==> src/rlle_pkg.sv <==
package rlle_pkg;

  localparam int RUN_STORE  = 512;
  localparam int INDEX_SPAN = 140;

  localparam int IDX_W    = 8;
  localparam int LVL_W    = 8;
  localparam int DUR_W    = 15;
  localparam int NUM_W    = 9;
  localparam int EMIT_W   = 10;
  localparam int LIM_W    = 13;
  localparam int CFG_IDX_W  = 3;
  localparam int CFG_DATA_W = 15;

  localparam int GATE_FLOOR_RSSI  = -132;
  localparam int GATE_FLOOR_INDEX = 138;
  localparam logic [DUR_W-1:0] COUNT_CEILING = 15'h7FFF;

  localparam logic CMD_SAMPLE = 1'b0;
  localparam logic CMD_FINISH = 1'b1;

  localparam logic [CFG_IDX_W-1:0] CFG_RSSI_OFFSET    = 3'd0;
  localparam logic [CFG_IDX_W-1:0] CFG_GATE_THRESHOLD = 3'd1;
  localparam logic [CFG_IDX_W-1:0] CFG_DUR_LIMIT      = 3'd2;
  localparam logic [CFG_IDX_W-1:0] CFG_TOP_LEVEL      = 3'd3;
  localparam logic [CFG_IDX_W-1:0] CFG_FIRST_BOUNDARY = 3'd4;
  localparam logic [CFG_IDX_W-1:0] CFG_BIN_WIDTH      = 3'd5;
  localparam logic [CFG_IDX_W-1:0] CFG_RUNS_LIMIT     = 3'd6;

  typedef enum logic [2:0] {
    ST_IDLE,
    ST_DIV_GATE,
    ST_GATE_CHK,
    ST_DIV_LVL,
    ST_LEVEL,
    ST_EMIT
  } rlle_state_e;

  // Level from the quotient of (index - first boundary) / bin width.
  function automatic logic [LVL_W-1:0] quant_level(input logic below,
                                                    input logic [LVL_W-1:0] top,
                                                    input logic [IDX_W-1:0] quo);
    logic [LVL_W:0]   drop;
    logic [LVL_W-1:0] lvl;
    drop = {1'b0, quo} + 9'd1;
    if (below) begin
      lvl = top;
    end else if ({1'b0, top} > drop) begin
      lvl = top - drop[LVL_W-1:0];
    end else begin
      lvl = '0;
    end
    return (lvl == '0) ? LVL_W'(1) : lvl;
  endfunction

endpackage

==> src/rlle_in_if.sv <==
interface rlle_in_if;
  logic              valid;
  logic              ready;
  logic              command;
  logic signed [7:0] rssi_sample;

  modport source (output valid, output command, output rssi_sample, input ready);
  modport sink   (input valid, input command, input rssi_sample, output ready);
endinterface

==> src/rlle_out_if.sv <==
interface rlle_out_if;
  logic        valid;
  logic        ready;
  logic [7:0]  run_level;
  logic [14:0] run_duration;
  logic [8:0]  run_number;
  logic        last_run;

  modport source (output valid, output run_level, output run_duration,
                  output run_number, output last_run, input ready);
  modport sink   (input valid, input run_level, input run_duration,
                  input run_number, input last_run, output ready);
endinterface

==> src/rssi_level_run_length_encoder.sv <==
// Channel   Direction  Payload
// in_ch     sink       command, rssi_sample
// out_ch    source     run_level, run_duration, run_number, last_run
// cfg       write      cfg_we_i, cfg_idx_i, cfg_data_i
//
// A sample goes through the eight-step shared divider for its gate index and again for
// its level index when they differ; one that closes a run then goes to the emit state.
// No new sample is taken before the last is done. A sample that fails the gate stops
// at the gate check; a finish emits any open run; input after the window is dropped.
// A result leaves through an output register; the block waits only when it holds a
// new result and that register has not yet been emptied.
// Reset restores the register defaults and starts a new window with no run open.
module rssi_level_run_length_encoder (
  input  logic                                clk_i,
  input  logic                                rst_ni,
  rlle_in_if.sink                             in_ch,
  rlle_out_if.source                          out_ch,
  input  logic                                cfg_we_i,
  input  logic [rlle_pkg::CFG_IDX_W-1:0]      cfg_idx_i,
  input  logic [rlle_pkg::CFG_DATA_W-1:0]     cfg_data_i
);

  localparam int IW = rlle_pkg::IDX_W;
  localparam int LW = rlle_pkg::LVL_W;
  localparam int DW = rlle_pkg::DUR_W;
  localparam int NW = rlle_pkg::NUM_W;
  localparam int EW = rlle_pkg::EMIT_W;
  localparam int MW = rlle_pkg::LIM_W;
  localparam int CW = $clog2(IW);

  logic [6:0]    rssi_offset_q;
  logic [7:0]    gate_threshold_q;
  logic [DW-1:0] dur_limit_q;
  logic [LW-1:0] top_level_q;
  logic [IW-1:0] first_boundary_q;
  logic [7:0]    bin_width_q;
  logic [9:0]    runs_limit_q;

  rlle_pkg::rlle_state_e state_q, state_d;

  logic [LW-1:0] open_level_q, open_level_d;
  logic [DW-1:0] open_count_q, open_count_d;
  logic          run_open_q, run_open_d;
  logic [EW-1:0] runs_emitted_q, runs_emitted_d;
  logic          window_done_q, window_done_d;

  logic [IW-1:0] idx_q, idx_d;
  logic [IW-1:0] gidx_q, gidx_d;
  logic          below_q, below_d;
  logic [IW-1:0] quo_q, quo_d;
  logic [7:0]    rem_q, rem_d;
  logic [CW-1:0] cnt_q, cnt_d;

  logic [LW-1:0] res_level_q, res_level_d;
  logic [DW-1:0] res_dur_q, res_dur_d;
  logic [NW-1:0] res_num_q, res_num_d;
  logic          res_last_q, res_last_d;

  logic          out_valid_q, out_valid_d;
  logic [LW-1:0] out_level_q, out_level_d;
  logic [DW-1:0] out_dur_q, out_dur_d;
  logic [NW-1:0] out_num_q, out_num_d;
  logic          out_last_q, out_last_d;

  logic signed [9:0] v_c;
  logic signed [9:0] neg_c;
  logic [IW-1:0]     idx_c;
  logic [IW-1:0]     gidx_c;
  logic [7:0]        bw_c;
  logic [8:0]        shift_c;
  logic              ge_c;
  logic [LW-1:0]     level_c;
  logic [MW-1:0]     limit_c;
  logic              last_c;
  logic              close_c;

  always_ff @(posedge clk_i or negedge rst_ni) begin
    if (!rst_ni) begin
      rssi_offset_q    <= 7'd45;
      gate_threshold_q <= 8'd1;
      dur_limit_q      <= 15'd1000;
      top_level_q      <= 8'd20;
      first_boundary_q <= 8'd64;
      bin_width_q      <= 8'd4;
      runs_limit_q     <= 10'd512;
    end else if (cfg_we_i) begin
      case (cfg_idx_i)
        rlle_pkg::CFG_RSSI_OFFSET:    rssi_offset_q    <= cfg_data_i[6:0];
        rlle_pkg::CFG_GATE_THRESHOLD: gate_threshold_q <= cfg_data_i[7:0];
        rlle_pkg::CFG_DUR_LIMIT:      dur_limit_q      <= cfg_data_i[DW-1:0];
        rlle_pkg::CFG_TOP_LEVEL:      top_level_q      <= cfg_data_i[LW-1:0];
        rlle_pkg::CFG_FIRST_BOUNDARY: first_boundary_q <= cfg_data_i[IW-1:0];
        rlle_pkg::CFG_BIN_WIDTH:      bin_width_q      <= cfg_data_i[7:0];
        rlle_pkg::CFG_RUNS_LIMIT:     runs_limit_q     <= cfg_data_i[9:0];
        default: ;
      endcase
    end
  end

  // Table index is minus the offset sample, minus one, clamped to the table.
  always_comb begin
    v_c   = {{2{in_ch.rssi_sample[7]}}, in_ch.rssi_sample} - {3'b000, rssi_offset_q};
    neg_c = ~v_c;
    if (neg_c < 0) begin
      idx_c = '0;
    end else if (int'(neg_c) > rlle_pkg::INDEX_SPAN - 1) begin
      idx_c = IW'(rlle_pkg::INDEX_SPAN - 1);
    end else begin
      idx_c = neg_c[IW-1:0];
    end
    gidx_c = (int'(v_c) <= rlle_pkg::GATE_FLOOR_RSSI) ?
             IW'(rlle_pkg::GATE_FLOOR_INDEX) : idx_c;
  end

  assign bw_c    = (bin_width_q == '0) ? 8'd1 : bin_width_q;
  assign shift_c = {rem_q, quo_q[IW-1]};
  assign ge_c    = shift_c >= {1'b0, bw_c};
  assign level_c = rlle_pkg::quant_level(below_q, top_level_q, quo_q);

  always_comb begin
    if (runs_limit_q == '0) begin
      limit_c = MW'(1);
    end else if ({3'b000, runs_limit_q} > MW'(rlle_pkg::RUN_STORE)) begin
      limit_c = MW'(rlle_pkg::RUN_STORE);
    end else begin
      limit_c = {3'b000, runs_limit_q};
    end
  end

  assign last_c  = ({3'b000, runs_emitted_q} + MW'(1)) >= limit_c;
  assign close_c = (level_c != open_level_q) || (open_count_q >= dur_limit_q) ||
                   (open_count_q == rlle_pkg::COUNT_CEILING);

  always_comb begin
    state_d        = state_q;
    open_level_d   = open_level_q;
    open_count_d   = open_count_q;
    run_open_d     = run_open_q;
    runs_emitted_d = runs_emitted_q;
    window_done_d  = window_done_q;
    idx_d          = idx_q;
    gidx_d         = gidx_q;
    below_d        = below_q;
    quo_d          = quo_q;
    rem_d          = rem_q;
    cnt_d          = cnt_q;
    res_level_d    = res_level_q;
    res_dur_d      = res_dur_q;
    res_num_d      = res_num_q;
    res_last_d     = res_last_q;
    out_valid_d    = out_valid_q && !out_ch.ready;
    out_level_d    = out_level_q;
    out_dur_d      = out_dur_q;
    out_num_d      = out_num_q;
    out_last_d     = out_last_q;

    case (state_q)
      rlle_pkg::ST_IDLE: begin
        if (in_ch.valid && !window_done_q) begin
          if (in_ch.command == rlle_pkg::CMD_FINISH) begin
            window_done_d = 1'b1;
            if (run_open_q) begin
              res_level_d    = open_level_q;
              res_dur_d      = open_count_q;
              res_num_d      = runs_emitted_q[NW-1:0];
              res_last_d     = 1'b1;
              runs_emitted_d = runs_emitted_q + EW'(1);
              run_open_d     = 1'b0;
              state_d        = rlle_pkg::ST_EMIT;
            end
          end else begin
            idx_d   = idx_c;
            gidx_d  = gidx_c;
            below_d = gidx_c < first_boundary_q;
            quo_d   = gidx_c - first_boundary_q;
            rem_d   = '0;
            cnt_d   = '0;
            state_d = rlle_pkg::ST_DIV_GATE;
          end
        end
      end
      rlle_pkg::ST_DIV_GATE, rlle_pkg::ST_DIV_LVL: begin
        rem_d = ge_c ? 8'(shift_c - {1'b0, bw_c}) : shift_c[7:0];
        quo_d = {quo_q[IW-2:0], ge_c};
        cnt_d = cnt_q + CW'(1);
        if (cnt_q == CW'(IW - 1)) begin
          state_d = (state_q == rlle_pkg::ST_DIV_GATE) ?
                    rlle_pkg::ST_GATE_CHK : rlle_pkg::ST_LEVEL;
        end
      end
      rlle_pkg::ST_GATE_CHK: begin
        if (level_c <= gate_threshold_q) begin
          state_d = rlle_pkg::ST_IDLE;
        end else if (idx_q == gidx_q) begin
          state_d = rlle_pkg::ST_LEVEL;
        end else begin
          below_d = idx_q < first_boundary_q;
          quo_d   = idx_q - first_boundary_q;
          rem_d   = '0;
          cnt_d   = '0;
          state_d = rlle_pkg::ST_DIV_LVL;
        end
      end
      rlle_pkg::ST_LEVEL: begin
        state_d = rlle_pkg::ST_IDLE;
        if (!run_open_q) begin
          open_level_d = level_c;
          open_count_d = DW'(1);
          run_open_d   = 1'b1;
        end else if (close_c) begin
          res_level_d    = open_level_q;
          res_dur_d      = open_count_q;
          res_num_d      = runs_emitted_q[NW-1:0];
          res_last_d     = last_c;
          runs_emitted_d = runs_emitted_q + EW'(1);
          if (last_c) begin
            window_done_d = 1'b1;
            run_open_d    = 1'b0;
          end else begin
            open_level_d = level_c;
            open_count_d = DW'(1);
          end
          state_d = rlle_pkg::ST_EMIT;
        end else begin
          open_count_d = open_count_q + DW'(1);
        end
      end
      rlle_pkg::ST_EMIT: begin
        if (!out_valid_q || out_ch.ready) begin
          out_valid_d = 1'b1;
          out_level_d = res_level_q;
          out_dur_d   = res_dur_q;
          out_num_d   = res_num_q;
          out_last_d  = res_last_q;
          state_d     = rlle_pkg::ST_IDLE;
        end
      end
      default: state_d = rlle_pkg::ST_IDLE;
    endcase
  end

  always_ff @(posedge clk_i or negedge rst_ni) begin
    if (!rst_ni) begin
      state_q        <= rlle_pkg::ST_IDLE;
      open_level_q   <= '0;
      open_count_q   <= '0;
      run_open_q     <= 1'b0;
      runs_emitted_q <= '0;
      window_done_q  <= 1'b0;
      cnt_q          <= '0;
      out_valid_q    <= 1'b0;
    end else begin
      state_q        <= state_d;
      open_level_q   <= open_level_d;
      open_count_q   <= open_count_d;
      run_open_q     <= run_open_d;
      runs_emitted_q <= runs_emitted_d;
      window_done_q  <= window_done_d;
      cnt_q          <= cnt_d;
      out_valid_q    <= out_valid_d;
    end
  end

  always_ff @(posedge clk_i) begin
    idx_q       <= idx_d;
    gidx_q      <= gidx_d;
    below_q     <= below_d;
    quo_q       <= quo_d;
    rem_q       <= rem_d;
    res_level_q <= res_level_d;
    res_dur_q   <= res_dur_d;
    res_num_q   <= res_num_d;
    res_last_q  <= res_last_d;
    out_level_q <= out_level_d;
    out_dur_q   <= out_dur_d;
    out_num_q   <= out_num_d;
    out_last_q  <= out_last_d;
  end

  assign in_ch.ready         = (state_q == rlle_pkg::ST_IDLE);
  assign out_ch.valid        = out_valid_q;
  assign out_ch.run_level    = out_level_q;
  assign out_ch.run_duration = out_dur_q;
  assign out_ch.run_number   = out_num_q;
  assign out_ch.last_run     = out_last_q;

  // Once the window has ended it stays ended until reset.
  a_window_sticky: assert property (@(posedge clk_i) disable iff (!rst_ni)
    window_done_q |=> window_done_q)
    else $error("window reopened without reset");

  // A run marked last can only be presented after the window has ended.
  a_last_ends_window: assert property (@(posedge clk_i) disable iff (!rst_ni)
    (out_valid_q && out_last_q) |-> window_done_q)
    else $error("last run presented while the window is still open");

  // An open run always holds at least one sample and a level of at least one.
  a_open_run_sane: assert property (@(posedge clk_i) disable iff (!rst_ni)
    run_open_q |-> (open_count_q != '0 && open_level_q != '0))
    else $error("open run with zero count or level");

  // No run stays open once the window has ended.
  a_done_no_run: assert property (@(posedge clk_i) disable iff (!rst_ni)
    window_done_q |-> !run_open_q)
    else $error("run open after the window ended");

endmodule
==> src/flat_wrapper.sv <==
// flat-port wrapper written by rule: the top's interface ports become plain ports
module rssi_level_run_length_encoder_flat 
  (clk_i, rst_ni, cfg_we_i, cfg_idx_i, cfg_data_i, in_ch_valid, in_ch_command, in_ch_rssi_sample, in_ch_ready, out_ch_valid, out_ch_run_level, out_ch_run_duration, out_ch_run_number, out_ch_last_run, out_ch_ready);
  rlle_in_if in_ch_i ();
  rlle_out_if out_ch_i ();
  input  logic clk_i;
  input  logic rst_ni;
  input  logic cfg_we_i;
  input  logic [rlle_pkg::CFG_IDX_W-1:0] cfg_idx_i;
  input  logic [rlle_pkg::CFG_DATA_W-1:0] cfg_data_i;
  input wire logic [$bits(in_ch_i.valid)-1:0] in_ch_valid;
  input wire logic [$bits(in_ch_i.command)-1:0] in_ch_command;
  input wire logic [$bits(in_ch_i.rssi_sample)-1:0] in_ch_rssi_sample;
  output wire logic [$bits(in_ch_i.ready)-1:0] in_ch_ready;
  output wire logic [$bits(out_ch_i.valid)-1:0] out_ch_valid;
  output wire logic [$bits(out_ch_i.run_level)-1:0] out_ch_run_level;
  output wire logic [$bits(out_ch_i.run_duration)-1:0] out_ch_run_duration;
  output wire logic [$bits(out_ch_i.run_number)-1:0] out_ch_run_number;
  output wire logic [$bits(out_ch_i.last_run)-1:0] out_ch_last_run;
  input wire logic [$bits(out_ch_i.ready)-1:0] out_ch_ready;
  assign in_ch_i.valid = in_ch_valid;
  assign in_ch_i.command = in_ch_command;
  assign in_ch_i.rssi_sample = in_ch_rssi_sample;
  assign in_ch_ready = in_ch_i.ready;
  assign out_ch_valid = out_ch_i.valid;
  assign out_ch_run_level = out_ch_i.run_level;
  assign out_ch_run_duration = out_ch_i.run_duration;
  assign out_ch_run_number = out_ch_i.run_number;
  assign out_ch_last_run = out_ch_i.last_run;
  assign out_ch_i.ready = out_ch_ready;
  rssi_level_run_length_encoder u_core (.clk_i(clk_i), .rst_ni(rst_ni), .in_ch(in_ch_i), .out_ch(out_ch_i), .cfg_we_i(cfg_we_i), .cfg_idx_i(cfg_idx_i), .cfg_data_i(cfg_data_i));
endmodule
==> config.mk <==
export PLATFORM = sky130hd
export DESIGN_NAME = rssi_level_run_length_encoder_flat
export DESIGN_NICKNAME = d
export VERILOG_FILES = /design/src/rlle_pkg.sv /design/src/rlle_in_if.sv /design/src/rlle_out_if.sv /design/src/rssi_level_run_length_encoder.sv /design/src/flat_wrapper.sv
export SDC_FILE = /design/constraint.sdc
export NUM_CORES = 1
export LEC_CHECK = 0
export BUFFER_PORTS_ARGS = -buffer_cell sky130_fd_sc_hd__buf_2
export CORE_UTILIZATION = 60
export CTS_CLUSTER_SIZE = 40
export DETAILED_ROUTE_END_ITERATION = 12
export MAX_ROUTING_LAYER = met4
export PLACE_DENSITY = 0.79
export SETUP_SLACK_MARGIN = 0.4
export SLEW_MARGIN = 20
export SYNTH_ARGS = -nofsm -noshare
export SYNTH_HDL_FRONTEND = slang
export SYNTH_SLANG_ARGS = --single-unit
==> constraint.sdc <==
create_clock -name clk_i -period 5.85 [get_ports clk_i]
set_input_delay 1.4625 -clock clk_i [delete_from_list [all_inputs] [get_ports clk_i]]
set_output_delay 1.4625 -clock clk_i [all_outputs]
set_load 0.1 [all_outputs]
== Yosys cells after proc, flatten, opt, wreduce, memory -nomap -nowiden ==
Cells that the tools add are included.

* Register bits after elaboration: 205
* Input bits: 32
* Output and inout bits: 35
* Word-level logic and storage cells: 206

* Add/sub/neg operators: 10
* $lt $le $gt $ge: 11
* Equality and inequality tests: 30
* Multiplexer cells: 91
* Bitwise gates (word level): 2
* Reduce and logical (&&, ||, !) cells: 34

{| class="wikitable"
|+ Operator list
! kind !! count
|-
| $mux 8 || 24
|-
| $mux 15 || 8
|-
| $mux 10 || 6
|-
| $pmux 8 s3 || 2
|-
| $mux 9 || 5
|-
| $mux 3 || 14
|-
| $sub 8x8->8 || 4
|-
| $pmux 15 s2 || 1
|-
| $mux 1 || 21
|-
| $pmux 10 s2 || 1
|-
| $eq 3x3->1 const B || 6
|-
| $pmux 9 s2 || 1
|-
| $reduce_and 2->1 || 9
|-
| $logic_not 8->1 || 2
|-
| $lt 8x8->1 || 2
|-
| $pmux 8 s2 || 1
|-
| $add 15x1->15 const B || 1
|-
| $eq 15x15->1 const B || 1
|-
| $ge 15x15->1 || 1
|-
| $pmux 3 s5 || 1
|-
| $ne 2x1->1 const B || 7
|-
| $ge 13x13->1 || 1
|-
| $mux 13 || 1
|-
| $eq 3x2->1 const B || 4
|-
| 34 further kinds || 54
|}

== Depth between registers and ports, before layout ==
* Depth in word-level cells: 12
* Depth in mapped cells: 23
* Gate-level depth less buffers: 23

== Least setup slack after synthesis ==
Ideal clock, no wire load.

* Path kind: input -> register
* Start: input port in_ch_rssi_sample[0]
* End: register u_core.quo_q[7] (data pin)
* Setup time: 0.256 ns
* Arrival time: 5.145 ns
* Required time: 5.594 ns
* Setup slack: 0.449 ns
* Cell stages on the path: 22
* Buffers on the path: 0
* Cell sequence: inv_1 -> ha_1 -> fa_1 -> nor2b_1 -> o21ai_0 -> a21boi_0 -> o21a_1 -> o21ai_0 -> a21oi_1 -> nor2_1 -> mux2_2 -> o21ai_0 -> nand2_1 -> ha_1 -> a21o_1 -> a21o_1 -> a21o_1 -> a21o_1 -> a21o_1 -> a21oi_1 -> xnor2_1 -> o22a_1

* Word-level cells in the longest chain between the ends: 10
* Elaborated cells between the ends (all ways): 12
* Classes of those cells: add/sub: 2; order compare: 3; mux: 6; bitwise: 1

{| class="wikitable"
|+ Ends and longest elaborated chain
! item !! line !! RTL
|-
| start: declaration || flat_wrapper.sv:13 || <nowiki>input wire logic [$bits(in_ch_i.rssi_sample)-1:0] in_ch_rssi_sample;</nowiki>
|-
| $sub 8x8->9 (*) || rssi_level_run_length_encoder.sv:102 || <nowiki>v_c = {{2{in_ch.rssi_sample[7]}}, in_ch.rssi_sample} - {3'b000, rssi_offset_q};</nowiki>
|-
| $not 9->10 || rssi_level_run_length_encoder.sv:103 || <nowiki>neg_c = ~v_c;</nowiki>
|-
| $gt 10x9->1 || rssi_level_run_length_encoder.sv:106 || <nowiki>end else if (int'(neg_c) > rlle_pkg::INDEX_SPAN - 1) begin</nowiki>
|-
| $mux 8 || rssi_level_run_length_encoder.sv:106 ||
|-
| $mux 8 || rssi_level_run_length_encoder.sv:104 || <nowiki>if (neg_c < 0) begin</nowiki>
|-
| $mux 8 (*) || rssi_level_run_length_encoder.sv:111 || <nowiki>gidx_c = (int'(v_c) <= rlle_pkg::GATE_FLOOR_RSSI) ?</nowiki>
|-
| named net u_core.gidx_c[7] || rssi_level_run_length_encoder.sv:68 || <nowiki>logic [IW-1:0] gidx_c;</nowiki>
|-
| $sub 8x8->8 (*) || rssi_level_run_length_encoder.sv:175 || <nowiki>quo_d = gidx_c - first_boundary_q;</nowiki>
|-
| $mux 8 (*) || rssi_level_run_length_encoder.sv:160 || <nowiki>if (in_ch.command == rlle_pkg::CMD_FINISH) begin</nowiki>
|-
| $mux 8 (*) || rssi_level_run_length_encoder.sv:159 || <nowiki>if (in_ch.valid && !window_done_q) begin</nowiki>
|-
| $pmux 8 s3 (*) || rssi_level_run_length_encoder.sv:157 || <nowiki>case (state_q)</nowiki>
|-
| named net u_core.quo_d[7] || rssi_level_run_length_encoder.sv:50 || <nowiki>logic [IW-1:0] quo_q, quo_d;</nowiki>
|-
| end signal: assignment || rssi_level_run_length_encoder.sv:268 || <nowiki>quo_q <= quo_d;</nowiki>
|-
| end: declaration || rssi_level_run_length_encoder.sv:50 ||
|}

The timed path passes the listed nets; every way through them passes the cells marked *. The select of a mux whose other input is x is not followed.
A chain may end at the register's enable or synchronous reset.

== Final worst setup path ==
Same ends and word-level chain as after synthesis.

==> run summary <==
The arrival time at the worst endpoint is 5.42 ns. For met1 alone, demand over resource in global routing was 34.44%. The area share of the largest cell type after synthesis came out at 26.43%. TritonCTS built the clock tree. The met2 track demand over resource is 43.81%. The class of the tightest hold or removal check is reg -> reg. The later pin in the worst-skew pair is clocked with a latency of 0.50 ns. The master cell of the clock root buffer is sky130_fd_sc_hd__clkbuf_16. The count of boundary I/O pins came out at 67. The slowest stage of the critical path is the sky130_fd_sc_hd__fa_1 cell. The total power density per cell area is 494.6 mW/mm^2. The longest clock path from root to sink contains 3 buffers. Setup repair after global routing left no endpoint under its margin. The ratio of routed vias to standard cells came out at 5.933. The count of port buffers added during placement is 66. Along the worst hold path, the cell count comes to 0. The floorplan die width is 138.9 um. After global routing, the most crowded layer is met2. The fraction of power consumed by combinational cells is between 40% and 50%. The post-route netlist has 17.02% of its cells at a drive strength greater than 1.

The critical path's largest stage delay came out at 0.41 ns. After synthesis, the cell types taking the most area are sky130_fd_sc_hd__edfxtp_1 (26%), sky130_fd_sc_hd__dfrtp_1 (20%), sky130_fd_sc_hd__ha_1 (8.6%). The number of violations reported at the end of detailed-routing iteration 0 is 585. The number of instances in the synthesized netlist is 1036. The number of remaining DRC errors came out at 3. The startpoint identified for the worst register-to-register timing path is u_core.quo_q[2]. The sequential cell area fraction in the yosys report came out at 50.19%. The net switching power came out at ~0.0024 W. The leakage power of the design came out at 5.450 nW. The cell-internal power is between 0.003 and 0.004 W. The sequential standard cell area came out at 0.005645 sq mm. In this run the vertical extent of the chip is 138.9 um. The final number of max-transition violations was 0. The final layout contains routed wiring with a total length of 24.28 mm.

The upper clock frequency limit came out at 193.4 MHz. The count of nets after finishing is 1220. The floorplan has about 50 rows. The cell type with the largest total area after synthesis is sky130_fd_sc_hd__edfxtp_1. The number of distinct library cell variants in the gate-level netlist after synthesis is 67. The count of flip-flops with a built-in enable after synthesis came out at 99. In this run the most critical hold path is launched from u_core.res_num_q[2]. The average size of a mapped cell is 10.86 sq um. Clock skew on the completed layout was measured at 0.01498 ns. By startpoint and endpoint, the worst setup path is classified as in -> reg. The die area came out at between 0.015 and 0.02 sq mm.

For this run, the total global-route usage over all layers was measured as 26.81%. The synthesized netlist net count came out at 1150. The maximum level of the CTS H-tree came out at 1. After detailed routing, the average wire length per cell comes to ~18 um. The number of search-and-repair iterations in the first detailed-routing pass is 11. The wire length of the first global-routing pass is 39.70 mm. The relative max-transition margin is 26.29%. The most critical setup path has its startpoint at in_ch_rssi_sample[0]. For this run, the number of Yosys warnings is 0. sky130_fd_sc_hd__edfxtp_1 is the most common cell in the netlist. The total global routing overflow is 0. The worst setup path is launched from a primary input. The count of maximum capacitance violations is 0. The final period demand of the worst path is 5.171 ns. Summed over all nets, the half-perimeter wirelength after detailed placement is 17.42 mm. The setup-violating endpoint count in the final report came out at 0.

The congestion estimate from routability-driven global placement came to 0.9063. The met3 routing resource usage after global routing is 3.626%. The initial cell density of the core is about three fifths. Entering global routing, the biggest net connects 57 pins. The switching power as a share of total power is 39.38%. The peak supply drop came out at 285.5 uV. The final count of hold timing violations came out at 0.

At the pin with the least slew margin, the transition time is around 1.1 ns. The post-synthesis cell area is roughly 0.011 sq mm. The number of sinks on the clock net came out at 205.

The cell with the most instances on the worst path is sky130_fd_sc_hd__a21o_1. The number of storage elements in the synthesis netlist is approximately 210. The worst hold slack is 0.4156 ns. The area of the core region came out at 0.01815 sq mm. The clock-pin slew reported for the worst setup and hold paths after clock tree synthesis is 0.06 ns. The worst-path maximum fanout came out at 4. For the worst setup path, the data required time is ~6.1 ns. The number of cell instances on the worst register-to-register path came out at 20. Adding up every negative setup slack in the final design gives 0 ns. The clock network fraction of design power is about 22%.

The total number of vias came out at 8021. The endpoint class of the critical path is a flip-flop. Of the available clock period, the critical path in the final layout requires 88.39%. In this run the remaining antenna-violating nets after routing total 0.

The part of the power in registers came out at 34.0%. The async set or reset register ratio after synthesis is 51.71%. The checks that failed: design-rule violations. The commonest cells after synthesis are sky130_fd_sc_hd__edfxtp_1 (99), sky130_fd_sc_hd__nand2_1 (97), sky130_fd_sc_hd__dfrtp_1 (90).

The signal on the critical path passes through buf_2, inv_1, ha_1, fa_1, nor2b_1, o21ai_0, a21boi_1, o21a_1, o21ai_0, a21oi_1, nor2_1, mux2_2, o21ai_1, nand2_2, ha_1, a21o_1, a21o_1, a21o_1, a21o_1, a21o_1, a21oi_1, xnor2_1, o22a_1. The area of the multi-input gates is 0.005196 sq mm. The CTS buffer count came out at 22. The number of inserted filler cells in the final layout came out at 1337. The number of antenna violations at the first check in global routing was 1. The via count of the first global-routing pass came to 7924. Among all flip-flop cells after synthesis, the most frequent one is sky130_fd_sc_hd__edfxtp_1. From synthesis to final layout, the design area changed by 11.76%. The flow ran to the end, but the final reports show violations.
[cell usage in the layout (no fill, tap or decap), drive strengths merged, types with 6 or more instances in the layout]
master / instances
a211o: 9
a211oi: 9
a21o: 20
a21oi: 40
a22oi: 8
and3: 16
buf: 78
clkbuf: 27
clkinv: 11
dfrtp: 90
dfstp: 16
edfxtp: 99
ha: 77
inv: 72
mux2: 41
mux2i: 15
nand2: 97
nand2b: 13
nand3: 24
nand4: 15
nor2: 59
nor2b: 14
nor3: 19
o21a: 10
o21ai: 87
o21bai: 13
o31ai: 6
xnor2: 38
xor2: 22
[final timing paths]
path                                                to  slack [ns]
setup reg to reg                       u_core.quo_q[2]        0.82
hold / removal             u_core.out_ch.run_number[2]        0.42
max in group asynchronous   u_core.gate_threshold_q[5]        3.62
setup / recovery                       u_core.quo_q[7]        0.68
min in group asynchronous   u_core.first_boundary_q[5]        1.05
hold reg to reg            u_core.out_ch.run_number[2]        0.42
[registers in the layout (all words and copies together) (netlist names), 3 cells and up]
signal / flops
u_core.dur_limit_q: 15
u_core.open_count_q: 15
u_core.out_ch.run_duration: 15
u_core.res_dur_q: 15
u_core.runs_emitted_q: 10
u_core.runs_limit_q: 10
u_core.out_ch.run_number: 9
u_core.res_num_q: 9
u_core.bin_width_q: 8
u_core.first_boundary_q: 8
u_core.gate_threshold_q: 8
u_core.gidx_q: 8
u_core.idx_q: 8
u_core.open_level_q: 8
u_core.out_ch.run_level: 8
u_core.quo_q: 8
u_core.rem_q: 8
u_core.res_level_q: 8
u_core.top_level_q: 8
u_core.rssi_offset_q: 7
u_core.cnt_q: 3
u_core.state_q: 3
[metrics by stage]
| stage | util (%) | setup slack (ns) | instances | total power, W | cell area, sq um |
|---|---|---|---|---|---|
| after detailed placement | 65.11 | 0.1486 | 1310 | 0.004786 | 11820 |
| after CTS | 69.10 | 0.5852 | 1350 | 0.006182 | 12540 |
| after floorplan | - | 0.4487 | 1036 | 0.004178 | 11250 |
| after global placement | 65.11 | 0.2234 | 1310 | 0.004709 | 11820 |
| after global routing | 69.27 | 0.4305 | 1352 | 0.006618 | 12570 |
| final | 69.27 | 0.6789 | 1352 | 0.006217 | 12570 |
[repair_timing]
item	4_1_cts	5_1_grt
hold buffers	0	0
endpoints found under the setup margin	0	18
hold endpoints to repair	0	0
resized for setup	0	5
setup buffers	0	1
[per-layer routing]
layer	share of wire, %	routed length (um)
met4	3.1	757
met2	47	11430
met1	45	10830
met5	0	0
met3	5.2	1262
[logic make-up (layout without fill, tap and decap cells)]
| logic type | count (synthesis) | count (layout) | share of synthesized area (%) |
|---|---|---|---|
| simple gates | 287 | 287 | 12.59 |
| mux | 56 | 56 | 5.673 |
| flops | 205 | 205 | 50.19 |
| compound gates | 240 | 240 | 13.54 |
| buf+inv | 106 | 192 | 3.882 |
| other cells | 0 | 1 | 0 |
| xor+xnor | 60 | 60 | 4.672 |
| fa+ha+maj | 82 | 82 | 9.455 |
[critical path: cells and delay by family]
family                     cells  cell delay (ns)
buffers and inverters          2             0.10
xor gates and xnor gates       1             0.09
and+or+nand+nor                3             0.32
adders and majority gates      3             0.90
AOI/OAI and AO/OA             13             2.23
muxes                          1             0.30
[layout make-up]
| cell class | count | share of cell area (%) |
|---|---|---|
| clock buffer | 27 | 4.778 |
| sequential | 205 | 44.91 |
| multi-input combinational | 725 | 41.34 |
| timing repair buffer | 78 | 3.464 |
| inverter | 74 | 2.239 |
| clock inverter | 13 | 0.9754 |
| tap | 229 | 2.279 |
| antenna | 1 | 0.01991 |
[power groups by stage]
stage / combinational (W) / sequential, W / clock [W]
after global placement: 0.00259 / 0.00212 / 0
after CTS: 0.00268 / 0.00211 / 0.00140
after global routing: 0.00302 / 0.00215 / 0.00145
after floorplan: 0.00199 / 0.00219 / 0
final: 0.00274 / 0.00211 / 0.00137
after detailed placement: 0.00265 / 0.00213 / 0
Power figures use the tool's default switching activity.
